==> src/hw/rtl/assert_macros.svh <==
// Assertion macros for the RTL files.
`ifndef ASSERT_MACROS_SVH
`define ASSERT_MACROS_SVH

// Same-cycle implication, disabled during reset.
`define ASSERT_IMP(label, clk, rst, ante, cons) \
   label: assert property (@(posedge clk) disable iff (rst) (ante) |-> (cons)) \
      else $error("assertion failed");

// Next-cycle implication, disabled during reset.
`define ASSERT_NXT(label, clk, rst, ante, cons) \
   label: assert property (@(posedge clk) disable iff (rst) (ante) |=> (cons)) \
      else $error("assertion failed");

`endif

==> src/hw/rtl/coapdec_pkg.sv <==
// Types and constants of the CoAP option stream decoder.
`default_nettype none

package coapdec_pkg;

   localparam logic KindOption = 1'b0;
   localparam logic KindEnd    = 1'b1;

   localparam logic [2:0] StatusOk          = 3'd0;
   localparam logic [2:0] StatusResDelta    = 3'd1;
   localparam logic [2:0] StatusResLength   = 3'd2;
   localparam logic [2:0] StatusTruncated   = 3'd3;
   localparam logic [2:0] StatusNumOverflow = 3'd4;

   localparam logic [3:0] NibbleExtOne  = 4'd13;
   localparam logic [3:0] NibbleExtTwo  = 4'd14;
   localparam logic [3:0] NibbleReserved = 4'd15;

   localparam logic [16:0] ExtOneBias = 17'd13;
   localparam logic [16:0] ExtTwoBias = 17'd269;

   localparam logic [15:0] PositionMax = 16'hFFFF;

   typedef struct packed {
      logic        result_kind;
      logic [15:0] opt_num;
      logic [16:0] option_delta;
      logic [16:0] option_length;
      logic [15:0] value_offset;
      logic [7:0]  option_count;
      logic [2:0]  status;
      logic        last_result;
   } result_type;

endpackage

`default_nettype wire

==> src/hw/rtl/coap_option_stream_decoder_core.sv <==
// CoAP option stream decoder: option header parsing and result queue.
`default_nettype none
`include "assert_macros.svh"

// Takes the options byte string of a CoAP message on the req_ channel, one
// byte per transaction, with req_last_byte set on the final byte. Each option
// header (delta and length nibbles with their one- or two-byte extensions) is
// decoded, option numbers accumulate, and value bytes are skipped.
// The rsp_ channel returns one descriptor per option, an end summary after
// the final byte, or an error result; after an error the rest of the string
// gives nothing and the final byte re-arms the decoder.
// A result is registered and offered in the cycle after its byte is accepted.
// Throughput: one byte per cycle while the receiver takes the results; a byte
// that yields two results (a header's last byte that is also the string's last
// byte) holds the input back, since the two-entry result queue must drain to
// one entry before the next byte is taken.
// A stalled receiver holds the queue head unchanged; the input stalls only
// while the queue cannot take the results of another byte.
// Synchronous reset empties the queue and returns the parser to the state
// of awaiting the first header byte.
module coap_option_stream_decoder_core #(
   parameter int MAX_OPTIONS = 255
) (
   input  wire logic        clock,
   input  wire logic        reset,
   input  wire logic        req_valid,
   output logic             req_stall,
   input  wire logic [7:0]  req_data_byte,
   input  wire logic        req_last_byte,
   output logic             rsp_valid,
   input  wire logic        rsp_stall,
   output logic             rsp_result_kind,
   output logic [15:0]      rsp_opt_num,
   output logic [16:0]      rsp_option_delta,
   output logic [16:0]      rsp_option_length,
   output logic [15:0]      rsp_value_offset,
   output logic [7:0]       rsp_option_count,
   output logic [2:0]       rsp_status,
   output logic             rsp_last_result
);
   import coapdec_pkg::*;

   localparam logic [2:0] PhHdr   = 3'd0;
   localparam logic [2:0] PhDx1   = 3'd1;
   localparam logic [2:0] PhDx2h  = 3'd2;
   localparam logic [2:0] PhDx2l  = 3'd3;
   localparam logic [2:0] PhLx1   = 3'd4;
   localparam logic [2:0] PhLx2h  = 3'd5;
   localparam logic [2:0] PhLx2l  = 3'd6;
   localparam logic [2:0] PhValue = 3'd7;

   localparam logic [7:0] MaxCount = 8'(MAX_OPTIONS);

   // Parser state.
   logic [2:0]  phase_ff, phase_in;
   logic [3:0]  len_nib_ff, len_nib_in;
   logic [7:0]  ext_high_ff, ext_high_in;
   logic [16:0] pend_delta_ff, pend_delta_in;
   logic [15:0] run_num_ff, run_num_in;
   logic [16:0] left_ff, left_in;
   logic [15:0] pos_ff;
   logic [7:0]  seen_ff, seen_in;
   logic        err_ff, err_in;

   // Result queue.
   result_type  slot0_ff, slot0_in;
   result_type  slot1_ff, slot1_in;
   logic [1:0]  cnt_ff, cnt_in;

   logic        req_acc, rsp_pop;
   logic [15:0] pos_next;
   logic [3:0]  len_nib_eff;
   logic [17:0] num_sum;
   logic        do_after, do_complete, do_fail, do_desc, do_end;
   logic [2:0]  fail_status;
   logic [1:0]  num_results;
   result_type  desc_rec, kind1_rec, rec0, rec1;

   assign rsp_valid = (cnt_ff != 2'd0);
   assign rsp_pop   = rsp_valid && !rsp_stall;
   assign req_stall = !((cnt_ff == 2'd0) || ((cnt_ff == 2'd1) && rsp_pop));
   assign req_acc   = req_valid && !req_stall;

   assign pos_next    = (pos_ff < PositionMax) ? pos_ff + 16'd1 : pos_ff;
   assign len_nib_eff = (phase_ff == PhHdr) ? req_data_byte[3:0] : len_nib_ff;

   // Decode of one byte: phase update, header completion and error checks.
   always_comb begin
      phase_in      = phase_ff;
      len_nib_in    = len_nib_ff;
      ext_high_in   = ext_high_ff;
      pend_delta_in = pend_delta_ff;
      run_num_in    = run_num_ff;
      left_in       = left_ff;
      seen_in       = seen_ff;
      err_in        = err_ff;
      do_after      = 1'b0;
      do_complete   = 1'b0;
      do_fail       = 1'b0;
      do_desc       = 1'b0;
      fail_status   = StatusOk;
      num_sum       = 18'd0;

      case (phase_ff)
         PhHdr: begin
            len_nib_in = req_data_byte[3:0];
            if (req_data_byte[7:4] == NibbleReserved) begin
               do_fail     = 1'b1;
               fail_status = StatusResDelta;
            end else if (req_data_byte[3:0] == NibbleReserved) begin
               do_fail     = 1'b1;
               fail_status = StatusResLength;
            end else if (req_data_byte[7:4] == NibbleExtOne) begin
               phase_in = PhDx1;
            end else if (req_data_byte[7:4] == NibbleExtTwo) begin
               phase_in = PhDx2h;
            end else begin
               pend_delta_in = {13'd0, req_data_byte[7:4]};
               do_after      = 1'b1;
            end
         end
         PhDx1: begin
            pend_delta_in = {9'd0, req_data_byte} + ExtOneBias;
            do_after      = 1'b1;
         end
         PhDx2h: begin
            ext_high_in = req_data_byte;
            phase_in    = PhDx2l;
         end
         PhDx2l: begin
            pend_delta_in = {1'b0, ext_high_ff, req_data_byte} + ExtTwoBias;
            do_after      = 1'b1;
         end
         PhLx1: begin
            left_in     = {9'd0, req_data_byte} + ExtOneBias;
            do_complete = 1'b1;
         end
         PhLx2h: begin
            ext_high_in = req_data_byte;
            phase_in    = PhLx2l;
         end
         PhLx2l: begin
            left_in     = {1'b0, ext_high_ff, req_data_byte} + ExtTwoBias;
            do_complete = 1'b1;
         end
         default: begin
            if (left_ff > 17'd1) begin
               left_in = left_ff - 17'd1;
            end else begin
               left_in  = 17'd0;
               phase_in = PhHdr;
            end
         end
      endcase

      if (do_after) begin
         if (len_nib_eff == NibbleExtOne) begin
            phase_in = PhLx1;
         end else if (len_nib_eff == NibbleExtTwo) begin
            phase_in = PhLx2h;
         end else begin
            left_in     = {13'd0, len_nib_eff};
            do_complete = 1'b1;
         end
      end

      if (do_complete) begin
         num_sum = {2'd0, run_num_ff} + {1'b0, pend_delta_in};
         if (num_sum[17:16] != 2'd0) begin
            do_fail     = 1'b1;
            fail_status = StatusNumOverflow;
         end else begin
            do_desc    = 1'b1;
            run_num_in = num_sum[15:0];
            if (seen_ff < MaxCount) begin
               seen_in = seen_ff + 8'd1;
            end
            phase_in = (left_in != 17'd0) ? PhValue : PhHdr;
         end
      end

      if (do_fail) begin
         err_in = 1'b1;
      end
   end

   assign do_end = req_last_byte && !do_fail;

   always_comb begin
      desc_rec.result_kind   = KindOption;
      desc_rec.opt_num       = run_num_in;
      desc_rec.option_delta  = pend_delta_in;
      desc_rec.option_length = left_in;
      desc_rec.value_offset  = pos_next;
      desc_rec.option_count  = seen_in;
      desc_rec.status        = StatusOk;
      desc_rec.last_result   = !req_last_byte;

      // Error and end summary share one layout; only the status differs.
      kind1_rec.result_kind   = KindEnd;
      kind1_rec.opt_num       = run_num_in;
      kind1_rec.option_delta  = 17'd0;
      kind1_rec.option_length = 17'd0;
      kind1_rec.value_offset  = pos_next;
      kind1_rec.option_count  = seen_in;
      if (do_fail) begin
         kind1_rec.status = fail_status;
      end else if (phase_in == PhHdr) begin
         kind1_rec.status = StatusOk;
      end else begin
         kind1_rec.status = StatusTruncated;
      end
      kind1_rec.last_result = 1'b1;

      rec0 = do_desc ? desc_rec : kind1_rec;
      rec1 = kind1_rec;

      if (err_ff) begin
         num_results = 2'd0;
      end else if (do_desc && do_end) begin
         num_results = 2'd2;
      end else if (do_desc || do_fail || do_end) begin
         num_results = 2'd1;
      end else begin
         num_results = 2'd0;
      end
   end

   always_comb begin
      cnt_in   = cnt_ff;
      slot0_in = slot0_ff;
      slot1_in = slot1_ff;
      if (req_acc) begin
         cnt_in   = num_results;
         slot0_in = rec0;
         slot1_in = rec1;
      end else if (rsp_pop) begin
         cnt_in   = cnt_ff - 2'd1;
         slot0_in = slot1_ff;
      end
   end

   always_ff @(posedge clock) begin
      if (reset) begin
         cnt_ff <= 2'd0;
      end else begin
         cnt_ff <= cnt_in;
      end
   end

   always_ff @(posedge clock) begin
      slot0_ff <= slot0_in;
      slot1_ff <= slot1_in;
   end

   always_ff @(posedge clock) begin
      if (reset || (req_acc && req_last_byte)) begin
         phase_ff      <= PhHdr;
         len_nib_ff    <= 4'd0;
         ext_high_ff   <= 8'd0;
         pend_delta_ff <= 17'd0;
         run_num_ff    <= 16'd0;
         left_ff       <= 17'd0;
         pos_ff        <= 16'd0;
         seen_ff       <= 8'd0;
         err_ff        <= 1'b0;
      end else if (req_acc && !err_ff) begin
         phase_ff      <= phase_in;
         len_nib_ff    <= len_nib_in;
         ext_high_ff   <= ext_high_in;
         pend_delta_ff <= pend_delta_in;
         run_num_ff    <= run_num_in;
         left_ff       <= left_in;
         pos_ff        <= pos_next;
         seen_ff       <= seen_in;
         err_ff        <= err_in;
      end
   end

   assign rsp_result_kind   = slot0_ff.result_kind;
   assign rsp_opt_num       = slot0_ff.opt_num;
   assign rsp_option_delta  = slot0_ff.option_delta;
   assign rsp_option_length = slot0_ff.option_length;
   assign rsp_value_offset  = slot0_ff.value_offset;
   assign rsp_option_count  = slot0_ff.option_count;
   assign rsp_status        = slot0_ff.status;
   assign rsp_last_result   = slot0_ff.last_result;

   `ASSERT_IMP(a_accept_needs_room, clock, reset, req_acc,
      (cnt_ff == 2'd0) || ((cnt_ff == 2'd1) && rsp_pop))
   `ASSERT_IMP(a_no_result_after_error, clock, reset, req_acc && err_ff,
      num_results == 2'd0)
   `ASSERT_IMP(a_status_only_on_end, clock, reset, rsp_valid && (rsp_status != StatusOk),
      rsp_result_kind == KindEnd)
   `ASSERT_IMP(a_pair_head_in_full_queue, clock, reset, rsp_valid && !rsp_last_result,
      cnt_ff == 2'd2)

endmodule

`default_nettype wire
==> config.mk <==
export PLATFORM = sky130hd
export DESIGN_NAME = coap_option_stream_decoder_core
export DESIGN_NICKNAME = d
export VERILOG_FILES = /design/src/hw/rtl/coapdec_pkg.sv /design/src/hw/rtl/coap_option_stream_decoder_core.sv
export VERILOG_INCLUDE_DIRS = /design/src /design/src/hw/rtl
export SDC_FILE = /design/constraint.sdc
export NUM_CORES = 1
export LEC_CHECK = 0
export BUFFER_PORTS_ARGS = -buffer_cell sky130_fd_sc_hd__buf_4
export CAP_MARGIN = 20
export CORE_MARGIN = 2
export CORE_UTILIZATION = 45
export DETAILED_ROUTE_END_ITERATION = 8
export GPL_TIMING_DRIVEN = 0
export PLACE_DENSITY = 0.71
export RECOVER_POWER = 25
export SLEW_MARGIN = 10
export SYNTH_ARGS = -nofsm -noshare
export SYNTH_HDL_FRONTEND = slang
export SYNTH_SLANG_ARGS = --single-unit
==> constraint.sdc <==
create_clock -name clock -period 5.9 [get_ports clock]
set_input_delay 0.295 -clock clock [delete_from_list [all_inputs] [get_ports clock]]
set_output_delay 0.295 -clock clock [all_outputs]
set_load 0.03 [all_outputs]
Word-level counts from Yosys, hierarchy flattened
Index checks and enable logic that the tools add are counted.
{ "totals": {"reg_bits": 214, "word_cells": 135, "latchBits": 0, "romBits": 0, "mem_count": 0, "ramBits": 0, "out_inout_bits": 81} }
{ "classes": {"mux": 60, "mul": 0, "bitwise_logic": 0, "div": 0, "addsub": 7, "shifts": 0, "n_eq_ne": 13, "n_lt_le_gt_ge": 3, "n_reduce_logical": 30} }
{ "ops": {"columns": ["cell", "n"], "rows": [
  ["$mux 79", 3],
  ["$mux 17", 8],
  ["$pmux 17 s3", 2],
  ["$mux 16", 3],
  ["$mux 3", 14],
  ["$eq 4x4->1 const B", 6],
  ["$mux 8", 3],
  ["$add 16x17->18", 1],
  ["$add 16x9->17 const B", 1],
  ["$gt 17x1->1 const B", 1],
  ["$reduce_bool 17->1", 1],
  ["$sub 17x1->17 const B", 1],
  ["$add 16x1->16 const B", 1],
  ["$lt 16x16->1 const B", 1],
  ["$mux 1", 16],
  ["$mux 2", 8],
  ["$pmux 3 s4", 1],
  ["$add 8x4->9 const B", 1],
  ["$eq 3x3->1 const B", 3],
  ["$add 8x1->8 const B", 1],
  ["$lt 8x8->1 const B", 1],
  ["$logic_and 1x1->1", 7],
  ["$eq 3x2->1 const B", 2],
  ["$logic_not 3->1", 2],
  ["13 further kinds", 25]
]} }

Logic depth before layout (Yosys ltp)
Gate-level depths: netlist (run 1).
{ "logic_depth": {"depth_word": 17, "depth_mapped": 21, "depth_no_buf": 18} }

Worst setup path after synthesis (run 1)
OpenSTA, ideal clock, no wires.
{ "synth_path": {"path_type": "register to register", "from": "reg phase_ff[2]", "to": "reg slot0_ff, in the netlist rsp_option_count[7], data pin", "setup_time_ns": 0.260, "setup_slack_ns": 1.262, "path_stages_with_launch": 17, "n_path_buf": 3, "arrival_time_ns": 4.378, "synth_period_minus_slack_ns": 4.638, "required_ns": 5.640, "cell_sequence": "dfxtp_1 clkbuf_1 clkbuf_1 nor3_1 clkbuf_1 o31ai_1 a31oi_1 ha_1 a21oi_1 nor2_1 o31ai_1 a21oi_1 o31ai_1 a22oi_2 nor4_1 mux2_2 mux2_2"} }
{ "synth_rtl": {"columns": ["item", "line_no", "rtl"], "rows": [
  ["from (decl)", "coap_option_stream_decoder_core.sv:55", "logic [2:0] phase_ff, phase_in;"],
  ["from (signal assigned)", "coap_option_stream_decoder_core.sv:258", "phase_ff <= PhHdr;"],
  ["from (signal assigned)", "coap_option_stream_decoder_core.sv:268", "phase_ff <= phase_in;"],
  ["to (signal assigned)", "coap_option_stream_decoder_core.sv:252", "slot0_ff <= slot0_in;"],
  ["to (decl)", "coap_option_stream_decoder_core.sv:66", "result_type slot0_ff, slot0_in;"]
]} }

==> run metrics, run 1 <==
worst vdd ir approximately 0.00027 V; Mapped Area 0.0109 sq mm; Final Critical Period 5.49 ns; antenna diode count 0; Clock Latency Late Sink 0.52 ns; Root Buffer clkbuf_16; placed cell count between 1500 and 2000; vias in the first global route 8394; area of the multi-input gates approximately 0.005 sq mm; antenna violations before repair 0; Worst EP required around 6.1 ns; DR WL met3 about 2.1 mm; Simple-Gate Fraction of Synth Area between 10% and 20%; Worst setup EP type flip-flop; Final Util a little over half; die area 0.0255 sq mm; largest net degree at the start of global routing 48; share of cells above drive strength 1 between 7 and 8%; H-tree levels 1; DR top layer met4; CTS buffer count 23; final-report setup violation count 0; GRT Util Overall between 20 and 25%; DIE HEIGHT 160 microns; slowest library cell on the worst path a22oi_2; Critical path destination rsp_status[1]; register area approximately 0.0055 sq mm; row count 56; Pre-antenna DRT Iters 6; Synth Area in XOR/XNOR around 5%; CP Max Fanout 10; syn avg cell area about 9.4 sq um; DRC viols 0; core area 0.0236 sq mm; Die W roughly 160 microns; reg2reg path depth 17; total power ~7300 uW; fill count about 2200; detailed placement HPWL 21.1 mm; number of synthesized flops with an enable pin around 120; mux cell area share after synthesis around 3.4%; max-cap violations 0; Sink Count about 210; Fin. Hold Viols 0; reg-to-reg slack, setup between 0.4 and 0.5 ns; Synth Register Bits 214; status complete, no violations; ANT nets after route 0; Synth Flop Type edfxtp_1; clock slew at reported path FFs 0.06 ns; Tcrit/Tclk final approximately 93%; Critical Path Most Common Cell clkbuf_1; relative slew slack roughly 3.1%; syn_nets 1200; worst r2r src phase_ff[2]; RR Endpoint rsp_status[1]; CP Class reg2reg; grt total ovfl 0; Leak Pwr between 0.004 and 0.005 uW; gpl congestion between 0.9 and 1; Final #Nets approximately 1300; Area Overhead vs Synth 15.0%; CP Cell Sequence clkbuf_1 > clkbuf_1 > nor3_4 > clkbuf_1 > o21ai_0 > a31oi_1 > ha_1 > and3_1 > nand4_1 > a31oi_1 > a41oi_1 > o2bb2ai_1 > a22oi_2 > clkbuf_1 > a21oi_1 > o21ai_1 > a311oi_1; ys async rst share 0%; Cells after Synth 1163; CP max stage delay approximately 0.6 ns; drt first-iter violations ~800; Pins Over Slew Limit 0; crit start category flip-flop; Min Hold Slack around 0.11 ns; largest family of logic cells by synthesized area simple AND/OR/NAND/NOR gates; I/O pins 94; Starting Density ~46%; Port Buffers 91; WL final slightly below 30 mm; post-route cell area 0.0126 sq mm; metal2 WL approximately 13 mm; Netlist cell types 74; global-route wire length before repair 45.7 mm; Critical path origin phase_ff[2]; Finished Layout Cells 1620; Hold Crit Class in2reg; unrepaired setup endpoints after global routing no; worst slew pin tran ~1.5 ns; PwrDens approximately 600 mW/mm^2; crit path DAT 5.70 ns; maximum root-to-sink buffer count 3; Metal-1 WL between 10 and 15 mm; wire per inst 17.9 microns; Seq/Total Area, Yosys 50.5%; worst clock skew 0.00928 ns; synth warn 0; synthesized-area fraction occupied by adder cells between 2 and 3%; Placed Area ~0.012 sq mm; Via density approximately 5.6; Max Freq around 180 MHz; CTS tree yes; vias just over 9000; Synth Area in Compound Gates 15.3%
registers in the layout, indices dropped and copies added (netlist names):
name,cells
slot1_ff,43
left_ff,17
pend_delta_ff,17
rsp_option_delta,17
rsp_option_length,17
pos_ff,16
rsp_opt_num,16
rsp_value_offset,16
run_num_ff,16
ext_high_ff,8
rsp_option_count,8
seen_ff,8
len_nib_ff,4
phase_ff,3
rsp_status,3
cnt_ff,2
err_ff,1
rsp_last_result,1
rsp_result_kind,1
power breakdown:
group	total, uW	switching (uW)	leakage [uW]	internal, uW
Sequential	2480	204	0.00196	2270
Combinational	3380	2440	0.00248	943
Clock	1460	602	0.000369	854
Total	7320	3250	0.00481	4070
worst min-delay path by stage:
stage / start / to / slack, ns / cells after the start
after floorplan: reset / cnt_ff[1] / 0.37 / 1
after global routing: req_last_byte / rsp_last_result / 0.09 / 2
after CTS: req_last_byte / rsp_last_result / 0.09 / 2
after detailed placement: pend_delta_ff[3] / pend_delta_ff[3] / 0.45 / 2
after global placement: pend_delta_ff[1] / pend_delta_ff[1] / 0.45 / 2
final: req_last_byte / rsp_last_result / 0.11 / 2
stage by stage:
stage | setup WS [ns] | TNS, ns
floorplan | 1.26 | 0
global placement | -0.0268 | -0.0268
detailed placement | -0.0427 | -0.113
CTS | 0.187 | 0
global route | 0.0701 | 0
finish | 0.412 | 0
final cells by class:
| type | count | share of cell area (%) |
|---|---|---|
| Clock inverter | 15 | 1.33 |
| Inverter | 46 | 1.38 |
| Clock buffer | 27 | 4.71 |
| Sequential cell | 214 | 43.9 |
| Multi-Input combinational cell | 835 | 39.7 |
| Buffer | 68 | 2.24 |
| Tap cell | 319 | 3.18 |
| Timing Repair Buffer | 96 | 3.57 |
synth_stat cells, types with 23 or more instances:
cell	count	share of area (%)
inv_1	43	1.5
nor3_1	31	1.4
nor2_1	147	5.1
dfxtp_1	92	17
xnor2_1	39	3.1
nand3_1	35	1.6
edfxtp_1	122	34
ha_1	23	2.6
clkbuf_1	53	1.8
xor2_1	24	1.9
o21ai_0	37	1.7
o21ai_1	27	1.2
nand2_1	142	4.9
a21oi_1	89	4.1
critical path, delay by kind of cell, from the launching register on:
family	cells	cell delay [ns]
adder cells (fa/ha/maj)	1	0.28
AO/OA/AOI/OAI	9	2.39
flip-flops	1	0.31
AND/OR/NAND/NOR	3	0.77
buffers and inverters	4	1.41
cell usage in the layout, fill, tap and decap left out, drive strengths merged, types with 14 or more instances in the layout:
cell type  count
a211oi        22
a21oi         89
and3          14
buf           30
clkbuf       160
dfxtp         92
edfxtp       122
ha            23
inv           47
mux2i         22
nand2        142
nand3         35
nor2         149
nor3          32
o21ai         65
xnor2         39
xor2          24
routing by layer:
layer	vias to the layer above	global-route usage [%]
met3	72	2.83
li1	4414	-
met1	4286	31.6
met5	-	0
met4	0	7.44
met2	378	34.6
kinds of logic after synthesis:
| logic type | count (synthesis) |
|---|---|
| muxes | 35 |
| buffers and inverters | 114 |
| DFF | 214 |
| xor gates and xnor gates | 63 |
| adders and majority gates | 24 |
| AOI/OAI and AO/OA | 266 |
| and+or+nand+nor | 447 |
repair_timing:
item / CTS / global route
pin swaps: 0 / 1
setup buffers: 0 / 2
endpoints found under the setup margin: 9 / 60
hold endpoints to repair: 1 / 0
resized for setup: 1 / 6
hold buffers: 1 / 0
Note: power is estimated with default switching activity, not from simulation.
==> run 2, diff against run 1 <==
--- a/config.mk
+++ b/config.mk
@@ -14,6 +14,7 @@
 export GPL_TIMING_DRIVEN = 0
 export PLACE_DENSITY = 0.71
 export RECOVER_POWER = 25
+export REMOVE_ABC_BUFFERS = 1
 export SLEW_MARGIN = 10
 export SYNTH_ARGS = -nofsm -noshare
 export SYNTH_HDL_FRONTEND = slang
==> run 2 against run 1 <==
Register-to-register slack worse by 0.13 ns. Hold slack worse by 0.020 ns. Clock skew rose by 0.013 ns. Critical path depth is 3 lower. Count of clock-buffer cells in the layout grew 2. Via count down 5.1%. The flow now finishes with violations (capacitance limit, slew limit). Sequential share of layout area is 0.17 points higher.
==> run metrics, run 2 (synthesis results as in run 1) <==
Metal-1 WL about 12 mm; Port Buffers 93; CP Class reg2reg; Pre-antenna DRT Iters 7; Via density 5.56; CTS buffer count 24; Leak Pwr 0.00478 uW; Final #Nets 1263; clock slew at reported path FFs around 0.060 ns; H-tree levels 1; maximum root-to-sink buffer count 3; commonest cells after routing, fill and taps aside nor2_1, nand2_1, edfxtp_1; GRT Util Overall approximately a fifth; Worst Setup Slack post-DPL -0.415 ns; DR WL met3 1.62 mm; crit path DAT 5.89 ns; metal2 WL around 12 mm; row count 56; CP Max Fanout 19; CTS tree yes; final-report setup violation count 0; status finished with violations; unrepaired setup endpoints after global routing no; core area between 0.02 and 0.025 sq mm; PwrDens around 580 mW/mm^2; Largest register FFs 43; post-route cell area roughly 0.013 sq mm; largest net degree at the start of global routing 72; Final WS setup ~0.28 ns; gpl congestion between 0.9 and 1; share of cells above drive strength 1 under 10%; Most flops, register slot1_ff; Final Critical Period 5.62 ns; vias in the first global route 7847; commonest non-fill, non-tap cell in the layout nor2_1; Hold Crit Class in2reg; I/O pins 94; Worst setup EP type flip-flop; ANT nets after route 0; crit start category flip-flop; Die W approximately 160 microns; global-route wire length before repair about 42 mm; Root Buffer clkbuf_16; DR top layer met4; Fin. Hold Viols 0; WL final between 20 and 30 mm; worst slew pin tran around 1.7 ns; drt first-iter violations roughly 620; Starting Density 46.2%; antenna diode count 0; Pins Over Slew Limit 40; worst vdd ir 0.000316 V; antenna violations before repair 0; wire per inst roughly 17 microns; Max Freq 178 MHz; vias 8683; worst clock skew 0.0221 ns; detailed placement HPWL about 18 mm; Clock Latency Late Sink 0.53 ns; Tcrit/Tclk final approximately 95%; relative slew slack -10.0%; Placed Area around 0.012 sq mm; DIE HEIGHT ~160 microns; die area ~0.026 sq mm; max-cap violations 1; Worst EP required 6.18 ns; Area Overhead vs Synth 14.6%; DRC viols 0; violated checks capacitance limit, slew limit; Sink Count around 210; grt total ovfl 0
run 2: layout make-up:
| class | instances | area (sq um) |
|---|---|---|
| Tap cell | 319 | 399 |
| Multi-Input combinational cell | 835 | 5010 |
| Timing Repair Buffer | 105 | 587 |
| Fill cell | 2210 | 11100 |
| Sequential cell | 214 | 5510 |
| Clock inverter | 15 | 195 |
| Clock buffer | 29 | 629 |
| Inverter | 46 | 175 |
run 2: critical path, cell delays in order (launching register included):
cell,delay (ns)
dfxtp_1,0.74
nand2b_1,0.22
o31a_2,0.31
a22oi_1,0.44
inv_1,0.10
ha_1,0.36
a21o_1,0.23
a31o_2,0.24
o31ai_1,0.36
a21oi_1,0.18
o31ai_1,0.37
a22oi_2,0.40
nor4_1,0.69
mux2_2,0.43
mux2_2,0.27
run 2: path summary, 6_finish.rpt:
| path | startpoint | to | slack [ns] | cells after the start |
|---|---|---|---|---|
| min | req_last_byte | rsp_last_result | 0.09 | 2 |
| max reg2reg | phase_ff[0] | rsp_option_count[7] | 0.28 | 14 |
| min reg2reg | pend_delta_ff[3] | pend_delta_ff[3] | 0.46 | 2 |
| max | phase_ff[0] | rsp_option_count[7] | 0.28 | 14 |
run 2: through the flow:
step | power [uW] | cells | TNS [ns] | hold WS [ns] | util (%)
2_1_floorplan | 4830 | 1095 | 0 | 0.374 | -
3_3_place_gp | 5850 | 1507 | -108.68 | 0.445 | 49.7
3_5_place_dp | 5980 | 1516 | -7.34 | 0.450 | 50.6
4_1_cts | 7570 | 1561 | 0 | 0.0634 | 54.2
5_1_grt | 7770 | 1563 | 0 | 0.0759 | 53.0
6_report | 7310 | 1563 | 0 | 0.0865 | 53.0
run 2: power breakdown:
part           leakage [uW]  switching [uW]  total [uW]  internal, uW
logic               0.00243            2280        3230           953
clock network      0.000393             607        1550           939
registers           0.00196             258        2540          2280
total               0.00478            3140        7310          4170
run 2: per-layer routing:
metal	track usage, %	vias up
li1	-	4311
met2	31.9	240
met3	3.09	36
met5	0	-
met1	28.6	4096
met4	4.09	0
run 2: timing repair:
action	CTS	global route
hold buffers	1	0
buffers inserted	0	2
pin swaps	0	2
endpoints found under the setup margin	6	63
endpoints found under the hold margin	1	0
gates resized for setup	2	2
